===== config.mk =====
export PLATFORM = sky130hd
export DESIGN_NAME = sorted_term_accumulator
export DESIGN_NICKNAME = d
export VERILOG_FILES = /design/src/design/sta_pkg.sv /design/src/design/sta_ram.sv /design/src/design/sorted_term_accumulator.sv
export SDC_FILE = /design/constraint.sdc
export NUM_CORES = 2
export LEC_CHECK = 0
export BUFFER_PORTS_ARGS = -buffer_cell sky130_fd_sc_hd__buf_4
export CORE_MARGIN = 5
export CORE_UTILIZATION = 26
export DETAILED_ROUTE_END_ITERATION = 10
export PLACE_DENSITY = 0.37
export SETUP_SLACK_MARGIN = 0.02
export SYNTH_ARGS = -nofsm -noshare
export SYNTH_HDL_FRONTEND = slang
export SYNTH_SLANG_ARGS = --single-unit
export TNS_END_PERCENT = 50

===== constraint.sdc =====
create_clock -name i_clk -period 9.4 [get_ports i_clk]
set_input_delay 1.41 -clock i_clk [delete_from_list [all_inputs] [get_ports i_clk]]
set_output_delay 1.41 -clock i_clk [all_outputs]
set_load 0.01 [all_outputs]

===== src/design/sta_pkg.sv =====
`timescale 1ns / 1ps
`default_nettype none
// ----------------------------------------------------------------------------
// sta_pkg
// Shared types and constants for the sorted term accumulator.
// ----------------------------------------------------------------------------
package sta_pkg;

    localparam int DEF_MAX_TERMS = 32;
    localparam int EXP_W         = 16;
    localparam int COEFF_W       = 32;
    localparam int COUNT_OUT_W   = 6;

    typedef enum logic [1:0] {
        FUNC_ADD   = 2'd0,
        FUNC_READ  = 2'd1,
        FUNC_CLEAR = 2'd2,
        FUNC_NONE  = 2'd3
    } t_func;

    typedef enum logic [2:0] {
        ST_INSERTED  = 3'd0,
        ST_MERGED    = 3'd1,
        ST_CANCELLED = 3'd2,
        ST_FULL      = 3'd3,
        ST_IGNORED   = 3'd4,
        ST_READ      = 3'd5,
        ST_EMPTY     = 3'd6
    } t_status;

    typedef struct packed {
        t_func                func;
        logic [COEFF_W-1:0]   in_coeff;
        logic [EXP_W-1:0]     in_exp;
    } t_in_item;

    typedef struct packed {
        logic [COEFF_W-1:0]     out_coeff;
        logic [EXP_W-1:0]       out_exp;
        logic                   last;
        t_status                status;
        logic [COUNT_OUT_W-1:0] term_count;
    } t_out_item;

    typedef struct packed {
        logic [EXP_W-1:0]   exp;
        logic [COEFF_W-1:0] coeff;
    } t_term;

endpackage
`default_nettype wire


===== src/design/sta_ram.sv =====
`timescale 1ns / 1ps
`default_nettype none
// ----------------------------------------------------------------------------
// sta_ram
// Generic simple dual-port RAM, one write port and one registered read port.
// ----------------------------------------------------------------------------
module sta_ram #(
    parameter int WIDTH = 48,
    parameter int DEPTH = 32,
    localparam int AW   = (DEPTH > 1) ? $clog2(DEPTH) : 1
) (
    input  wire logic             i_clk,
    input  wire logic             i_wr_en,
    input  wire logic [AW-1:0]    i_wr_addr,
    input  wire logic [WIDTH-1:0] i_wr_data,
    input  wire logic             i_rd_en,
    input  wire logic [AW-1:0]    i_rd_addr,
    output logic      [WIDTH-1:0] o_rd_data
);

    logic [WIDTH-1:0] r_mem [DEPTH];

    always_ff @(posedge i_clk) begin
        if (i_wr_en) begin
            r_mem[i_wr_addr] <= i_wr_data;
        end
        if (i_rd_en) begin
            o_rd_data <= r_mem[i_rd_addr];
        end
    end

endmodule
`default_nettype wire


===== src/design/sorted_term_accumulator.sv =====
`timescale 1ns / 1ps
`default_nettype none
// ----------------------------------------------------------------------------
// sorted_term_accumulator
// Table of polynomial terms kept sorted by exponent, highest first, in a RAM.
// Add merges or inserts a term, read streams all terms, clear empties it.
// ----------------------------------------------------------------------------
//  channel  | direction | handshake                | payload
//  ---------+-----------+--------------------------+------------------------
//  in       | input     | i_in_valid / o_in_stall  | i_in_data  (t_in_item)
//  out      | output    | o_out_valid / i_out_stall| o_out_data (t_out_item)
//
//  One item is worked at a time; o_in_stall is high until its last result
//  sits in the output register. All table work goes through the single RAM
//  read and write port: an add scans each entry above its slot, then
//  moves each entry that it shifts; a read fetches the terms in order.
//  Clear, ignored and empty items skip to S_RESP. Reset empties the table.
//  A stalled output holds the sequencer only where it posts a result.
// ----------------------------------------------------------------------------
module sorted_term_accumulator #(
    parameter int MAX_TERMS = sta_pkg::DEF_MAX_TERMS,
    localparam int AW       = $clog2(MAX_TERMS),
    localparam int CW       = $clog2(MAX_TERMS + 1)
) (
    input  wire logic               i_clk,
    input  wire logic               i_rst_n,
    input  wire logic               i_in_valid,
    input  wire sta_pkg::t_in_item  i_in_data,
    output logic                    o_in_stall,
    output logic                    o_out_valid,
    output sta_pkg::t_out_item      o_out_data,
    input  wire logic               i_out_stall
);

    typedef enum logic [10:0] {
        S_IDLE  = 11'b000_0000_0001,
        S_SRCH  = 11'b000_0000_0010,
        S_SCMP  = 11'b000_0000_0100,
        S_UPCK  = 11'b000_0000_1000,
        S_UPWR  = 11'b000_0001_0000,
        S_DNCK  = 11'b000_0010_0000,
        S_DNWR  = 11'b000_0100_0000,
        S_RDRQ  = 11'b000_1000_0000,
        S_RDOUT = 11'b001_0000_0000,
        S_RESP  = 11'b010_0000_0000,
        S_SPARE = 11'b100_0000_0000
    } t_state;

    t_state                    r_state, n_state;
    logic [CW-1:0]             r_count, n_count;
    logic [CW-1:0]             r_idx,   n_idx;
    logic [CW-1:0]             r_j,     n_j;
    logic [sta_pkg::COEFF_W-1:0] r_coeff, n_coeff;
    logic [sta_pkg::EXP_W-1:0]   r_exp,   n_exp;
    sta_pkg::t_status          r_status, n_status;
    logic                      r_out_valid, n_out_valid;
    sta_pkg::t_out_item        r_out, n_out;

    logic                      w_wr_en, w_rd_en;
    logic [AW-1:0]             w_wr_addr, w_rd_addr;
    sta_pkg::t_term            w_wr_data, w_rd_data;
    logic                      w_out_free;
    logic                      w_full;
    logic [CW:0]               w_j_inc;
    logic [CW:0]               w_idx_inc;
    logic [sta_pkg::COEFF_W:0] w_sum;
    logic [sta_pkg::COEFF_W-1:0] w_sat;

    sta_ram #(
        .WIDTH ($bits(sta_pkg::t_term)),
        .DEPTH (MAX_TERMS)
    ) u_table (
        .i_clk     (i_clk),
        .i_wr_en   (w_wr_en),
        .i_wr_addr (w_wr_addr),
        .i_wr_data (w_wr_data),
        .i_rd_en   (w_rd_en),
        .i_rd_addr (w_rd_addr),
        .o_rd_data (w_rd_data)
    );

    assign w_out_free = !r_out_valid || !i_out_stall;
    assign w_full     = (r_count == CW'(MAX_TERMS));
    assign w_j_inc    = {1'b0, r_j} + (CW+1)'(1);
    assign w_idx_inc  = {1'b0, r_idx} + (CW+1)'(1);

    // shared adder with signed saturation
    assign w_sum = {w_rd_data.coeff[sta_pkg::COEFF_W-1], w_rd_data.coeff}
                 + {r_coeff[sta_pkg::COEFF_W-1], r_coeff};
    always_comb begin
        if (w_sum[sta_pkg::COEFF_W] != w_sum[sta_pkg::COEFF_W-1]) begin
            w_sat = {w_sum[sta_pkg::COEFF_W], {(sta_pkg::COEFF_W-1){!w_sum[sta_pkg::COEFF_W]}}};
        end else begin
            w_sat = w_sum[sta_pkg::COEFF_W-1:0];
        end
    end

    always_comb begin
        n_state     = r_state;
        n_count     = r_count;
        n_idx       = r_idx;
        n_j         = r_j;
        n_coeff     = r_coeff;
        n_exp       = r_exp;
        n_status    = r_status;
        n_out_valid = r_out_valid && i_out_stall;
        n_out       = r_out;
        w_wr_en     = 1'b0;
        w_wr_addr   = r_idx[AW-1:0];
        w_wr_data   = '{exp: r_exp, coeff: r_coeff};
        w_rd_en     = 1'b0;
        w_rd_addr   = r_idx[AW-1:0];

        unique case (r_state)
            S_IDLE: begin
                if (i_in_valid) begin
                    n_coeff = i_in_data.in_coeff;
                    n_exp   = i_in_data.in_exp;
                    n_idx   = '0;
                    unique case (i_in_data.func)
                        sta_pkg::FUNC_ADD: begin
                            if (i_in_data.in_coeff == '0) begin
                                n_status = sta_pkg::ST_IGNORED;
                                n_state  = S_RESP;
                            end else begin
                                n_state = S_SRCH;
                            end
                        end
                        sta_pkg::FUNC_READ: begin
                            if (r_count == '0) begin
                                n_status = sta_pkg::ST_EMPTY;
                                n_state  = S_RESP;
                            end else begin
                                n_state = S_RDRQ;
                            end
                        end
                        sta_pkg::FUNC_CLEAR: begin
                            n_count  = '0;
                            n_status = sta_pkg::ST_EMPTY;
                            n_state  = S_RESP;
                        end
                        default: begin
                            n_status = sta_pkg::ST_IGNORED;
                            n_state  = S_RESP;
                        end
                    endcase
                end
            end
            S_SRCH: begin
                if (r_idx >= r_count) begin
                    // ran past the end: new term goes last
                    if (w_full) begin
                        n_status = sta_pkg::ST_FULL;
                        n_state  = S_RESP;
                    end else begin
                        n_j     = r_count;
                        n_state = S_UPCK;
                    end
                end else begin
                    w_rd_en = 1'b1;
                    n_state = S_SCMP;
                end
            end
            S_SCMP: begin
                if (w_rd_data.exp > r_exp) begin
                    n_idx   = w_idx_inc[CW-1:0];
                    n_state = S_SRCH;
                end else if (w_rd_data.exp == r_exp) begin
                    if (w_sum == '0) begin
                        n_j     = r_idx;
                        n_state = S_DNCK;
                    end else begin
                        w_wr_en   = 1'b1;
                        w_wr_data = '{exp: r_exp, coeff: w_sat};
                        n_status  = sta_pkg::ST_MERGED;
                        n_state   = S_RESP;
                    end
                end else if (w_full) begin
                    n_status = sta_pkg::ST_FULL;
                    n_state  = S_RESP;
                end else begin
                    n_j     = r_count;
                    n_state = S_UPCK;
                end
            end
            S_UPCK: begin
                // open a slot at r_idx by moving entries up one place
                if (r_j > r_idx) begin
                    w_rd_en   = 1'b1;
                    w_rd_addr = AW'(r_j - CW'(1));
                    n_state   = S_UPWR;
                end else begin
                    w_wr_en  = 1'b1;
                    n_count  = r_count + CW'(1);
                    n_status = sta_pkg::ST_INSERTED;
                    n_state  = S_RESP;
                end
            end
            S_UPWR: begin
                w_wr_en   = 1'b1;
                w_wr_addr = r_j[AW-1:0];
                w_wr_data = w_rd_data;
                n_j       = r_j - CW'(1);
                n_state   = S_UPCK;
            end
            S_DNCK: begin
                // close the gap at r_j by moving entries down one place
                if (w_j_inc < {1'b0, r_count}) begin
                    w_rd_en   = 1'b1;
                    w_rd_addr = w_j_inc[AW-1:0];
                    n_state   = S_DNWR;
                end else begin
                    n_count  = r_count - CW'(1);
                    n_status = sta_pkg::ST_CANCELLED;
                    n_state  = S_RESP;
                end
            end
            S_DNWR: begin
                w_wr_en   = 1'b1;
                w_wr_addr = r_j[AW-1:0];
                w_wr_data = w_rd_data;
                n_j       = w_j_inc[CW-1:0];
                n_state   = S_DNCK;
            end
            S_RDRQ: begin
                w_rd_en = 1'b1;
                n_state = S_RDOUT;
            end
            S_RDOUT: begin
                if (w_out_free) begin
                    n_out_valid      = 1'b1;
                    n_out.out_coeff  = w_rd_data.coeff;
                    n_out.out_exp    = w_rd_data.exp;
                    n_out.last       = (w_idx_inc == {1'b0, r_count});
                    n_out.status     = sta_pkg::ST_READ;
                    n_out.term_count = sta_pkg::COUNT_OUT_W'(r_count);
                    n_idx            = w_idx_inc[CW-1:0];
                    n_state          = (w_idx_inc == {1'b0, r_count}) ? S_IDLE : S_RDRQ;
                end
            end
            S_RESP: begin
                if (w_out_free) begin
                    n_out_valid      = 1'b1;
                    n_out.out_coeff  = '0;
                    n_out.out_exp    = '0;
                    n_out.last       = 1'b1;
                    n_out.status     = r_status;
                    n_out.term_count = sta_pkg::COUNT_OUT_W'(r_count);
                    n_state          = S_IDLE;
                end
            end
            default: begin
                n_state = S_IDLE;
            end
        endcase
    end

    always_ff @(posedge i_clk) begin
        if (!i_rst_n) begin
            r_state     <= S_IDLE;
            r_count     <= '0;
            r_out_valid <= 1'b0;
        end else begin
            r_state     <= n_state;
            r_count     <= n_count;
            r_out_valid <= n_out_valid;
        end
        r_idx    <= n_idx;
        r_j      <= n_j;
        r_coeff  <= n_coeff;
        r_exp    <= n_exp;
        r_status <= n_status;
        r_out    <= n_out;
    end

    assign o_in_stall  = (r_state != S_IDLE);
    assign o_out_valid = r_out_valid;
    assign o_out_data  = r_out;

endmodule
`default_nettype wire

==> reports/qor.txt <==
Stages on worst setup path = 14
Power per cell area = 248 nW/um2
Final Max Tran Viols = 0
GRT Residual Overflow = 0
Post-synthesis adder-cell area fraction = 1.42%
Skew-Pair Late Insertion Delay = 0.85 ns
Max FO, Critical Path = 39
First-pass GRT wire length = 320 mm
Hold Path Class = reg -> reg
Worst EP required = 9.85 ns
GPL Wtd Cong = 0.805
Sequential Power Share = 44.2%
Synthesis-stage register bit count = 1722
CP max stage cell = nor3_2
Clk pwr share = 36.1%
Xor/xnor share of the synthesized area = 0.559%
Status = finished clean
Rows = 189
Post-cts resize count = 0
Leading cell type in the layout, fill and taps excluded = edfxtp_1
Largest delay contributor family on the critical path = compound AO/OA/AOI/OAI gates
Placed Cells = 7131
Compound-cell area share of the yosys netlist = 4.69%
Vias per cell = 4.83
First drt pass iteration count = 5
Reg2Reg Depth = 14
Die X = 525 um
Vias in the first global route = 37186
Crit-path max cell delay = 0.98 ns
Async SR Flop Fraction = 0%
Total internal power = 14.3 mW
Relative slew margins = 10.3%
Tightest Pin Transition = 1.34 ns
CTS tree = done
NetSw = 5.77 mW
Final non-filler cell total = 7497
Mapped Area = 68900 um2
Post-synthesis mux area share = 12.6%
DRT iter0 DRCs = 3517
Syn_nets = 3649
Cells after synthesis = 3518
Clock Path Buffers = 3
Routed wire length = 234 mm
Clk_skew = 0.0500 ns
Share of layout cells above drive strength 1 = 25.6%
Largest net degree at the start of global routing = 86
Core footprint = 264000 um2
Comb power frac = 19.7%
Initial Util = 26.1%
# port buffers = 113
Post-place setup slack = 2.94 ns
Peak Freq = 153 MHz
Max cap viols = 0
Hold Buf Count CTS = 0
WL met1 = 108 mm
Layout area overhead = 17.7%
Most used DFF post-synth = edfxtp_1
Final Setup Violations = 0
Most frequent cells in the layout = 1705 x edfxtp_1, 376 x mux4_2, 231 x buf_4
Clock slew seen by the registers of the worst setup and hold paths = 0.06 ns
CTS buffer count = 195
DRC = 0
Setup_tns = 0 ns
Synthesized area per cell = 19.6 um2
Crit Path Class = reg -> reg
Pwr Total = 20.1 mW
VDD IR max = 193 uV
Fin crit period = 6.53 ns
GRT Total Usage = 16.6%
I/O pin count = 114
Top Metal Used = met4
RR Startpoint = u_table.o_rd_data[4]$_DFFE_PP_
Post-Synth Simple-Gate Area = 4.27%
Met3 WL = 9.76 mm
Hold wc startpoint = r_status[2]$_DFFE_PP_
CTS Sinks = 1722
Root Buffer = clkbuf_16
Leak = 25.3 nW
Bufs and invs on worst path = 2
Main combinational cell family by area after synthesis = multiplexers
Critical Path AT = 6.98 ns
Detail Placement HPWL = 144 mm
Final core occ = 30.7%
Via count = 36209
Post-CTS Setup Bufs = 0
Fin nets = 3926
CP startpoint kind = flop
Hold Fails Final Rpt = 0
Number of H-tree levels = 4
Cell Chain, Critical Path = ha_1 -> and2_4 -> a221oi_2 -> a21oi_1 -> or3_1 -> a211oi_1 -> nor4_1 -> nand4_1 -> nor4b_4 -> a41oi_4 -> buf_4 -> a31oi_4 -> nor3_2 -> buf_12
Chip Height = 525 um
Warnings, synthesis = 0
Antenna Nets Post-Route = 0
Sw frac = 28.7%
Register area share after synthesis = 74.8%
Synth cell types = 87
Met2 wire len = 112 mm
Critical path origin = u_table.o_rd_data[4]$_DFFE_PP_
CP Capture Type = flop
Fin crit share = 69.4%
Average wire per standard cell = 31.2 um
EDFF count, synth = 1705
RSZ-0062 raised after global routing = false
Worst hold stages = 1
Worst Slack Setup Final = 2.87 ns
Die ar. = 275000 um2
Initial antenna violation count = 21
[logic make-up (layout without fill, tap and decap cells)]
logic type | count (synthesis) | in the layout
xor gates and xnor gates | 44 | 44
and+or+nand+nor | 566 | 566
muxes | 396 | 396
DFF | 1722 | 1722
other | 0 | 12
AOI/OAI and AO/OA | 495 | 495
buffers and inverters | 218 | 652
adders and majority gates | 77 | 77
[power by group through the flow]
stage / combinational [mW] / sequential (mW) / clock, mW
final: 3.95 / 8.87 / 7.26
after global placement: 4.06 / 9.03 / 0
after CTS: 4.06 / 8.87 / 7.48
after global routing: 4.20 / 8.87 / 7.81
after floorplan: 2.39 / 9.00 / 0
after detailed placement: 4.05 / 9.02 / 0
[per-stage QoR]
stage / area [um2] / hold slack (ns)
floorplan: 68900 / 0.502
global placement: 75000 / 0.536
detailed placement: 75000 / 0.533
CTS: 81000 / 0.549
global route: 81000 / 0.578
finish: 81100 / 0.550
[cells in the mapped netlist (4+ instances only)]
library cell  instances  area, um2
ha_1                 75        938
buf_2                34        170
a221o_1               7       70.1
nand2_1             124        465
a31oi_1              13       81.3
nand3_1              41        205
xnor2_1              32        280
a211oi_1             18        135
edfxtp_1           1705      51200
nor2b_1              14       87.6
buf_6                 4       45.0
o211ai_1             10       75.1
nor4_1               64        400
o221ai_1              4       35.0
buf_4                57        428
mux2_2                7       78.8
mux2i_1              11        110
and3_1               11       68.8
dfxtp_1              17        340
xor2_1               12        105
a21boi_0              5       37.5
o21bai_1              4       30.0
nand3b_1             10       75.1
nand2b_1             14       87.6
o21ai_0              69        345
o22ai_1             190       1190
mux4_2              376       8470
o21ai_1               8       40.0
clkbuf_1             63        236
a21oi_1              81        405
and2_1               60        375
or3_1                12       75.1
clkbuf_4              5       37.5
buf_1                 4       15.0
nor3_1               55        275
a21o_1               36        270
nand4_1              16        100
inv_1                51        191
nor3b_1               5       37.5
o21a_1                9       67.6
nor2_1              113        424
[state kept, by name, summed over array words and instances (netlist names)]
name,flops
u_table.r_mem,1536
o_out_data,58
u_table.o_rd_data,48
r_coeff,32
r_exp,16
r_state,10
r_count,6
r_idx,6
r_j,6
r_status,3
o_out_valid,1
[final timing paths]
check	to	slack (ns)
min reg2reg	o_out_data[8]$_SDFFCE_PP1P_	0.55
min	o_out_data[8]$_SDFFCE_PP1P_	0.55
max	u_table.r_mem[5][32]$_DFFE_PP_	2.87
max reg2reg	u_table.r_mem[5][32]$_DFFE_PP_	2.87
[per-layer routing]
layer	track usage, %	vias to the layer above
met1	23.6	19760
met3	2.34	254
li1	-	15254
met2	27.2	941
met4	3.49	0
met5	0	-
[area by class of cell]
| class | count | area [um2] |
|---|---|---|
| inverters | 51 | 191 |
| well taps | 3533 | 4420 |
| clock buffers | 235 | 5050 |
| diodes | 12 | 30.0 |
| flip-flops and latches | 1722 | 51500 |
| clock inverters | 119 | 1010 |
| repair buffers | 247 | 2050 |
| fillers | 25821 | 183000 |
| multi-input cells | 1578 | 16800 |
Note: power is estimated with default switching activity, not from simulation.
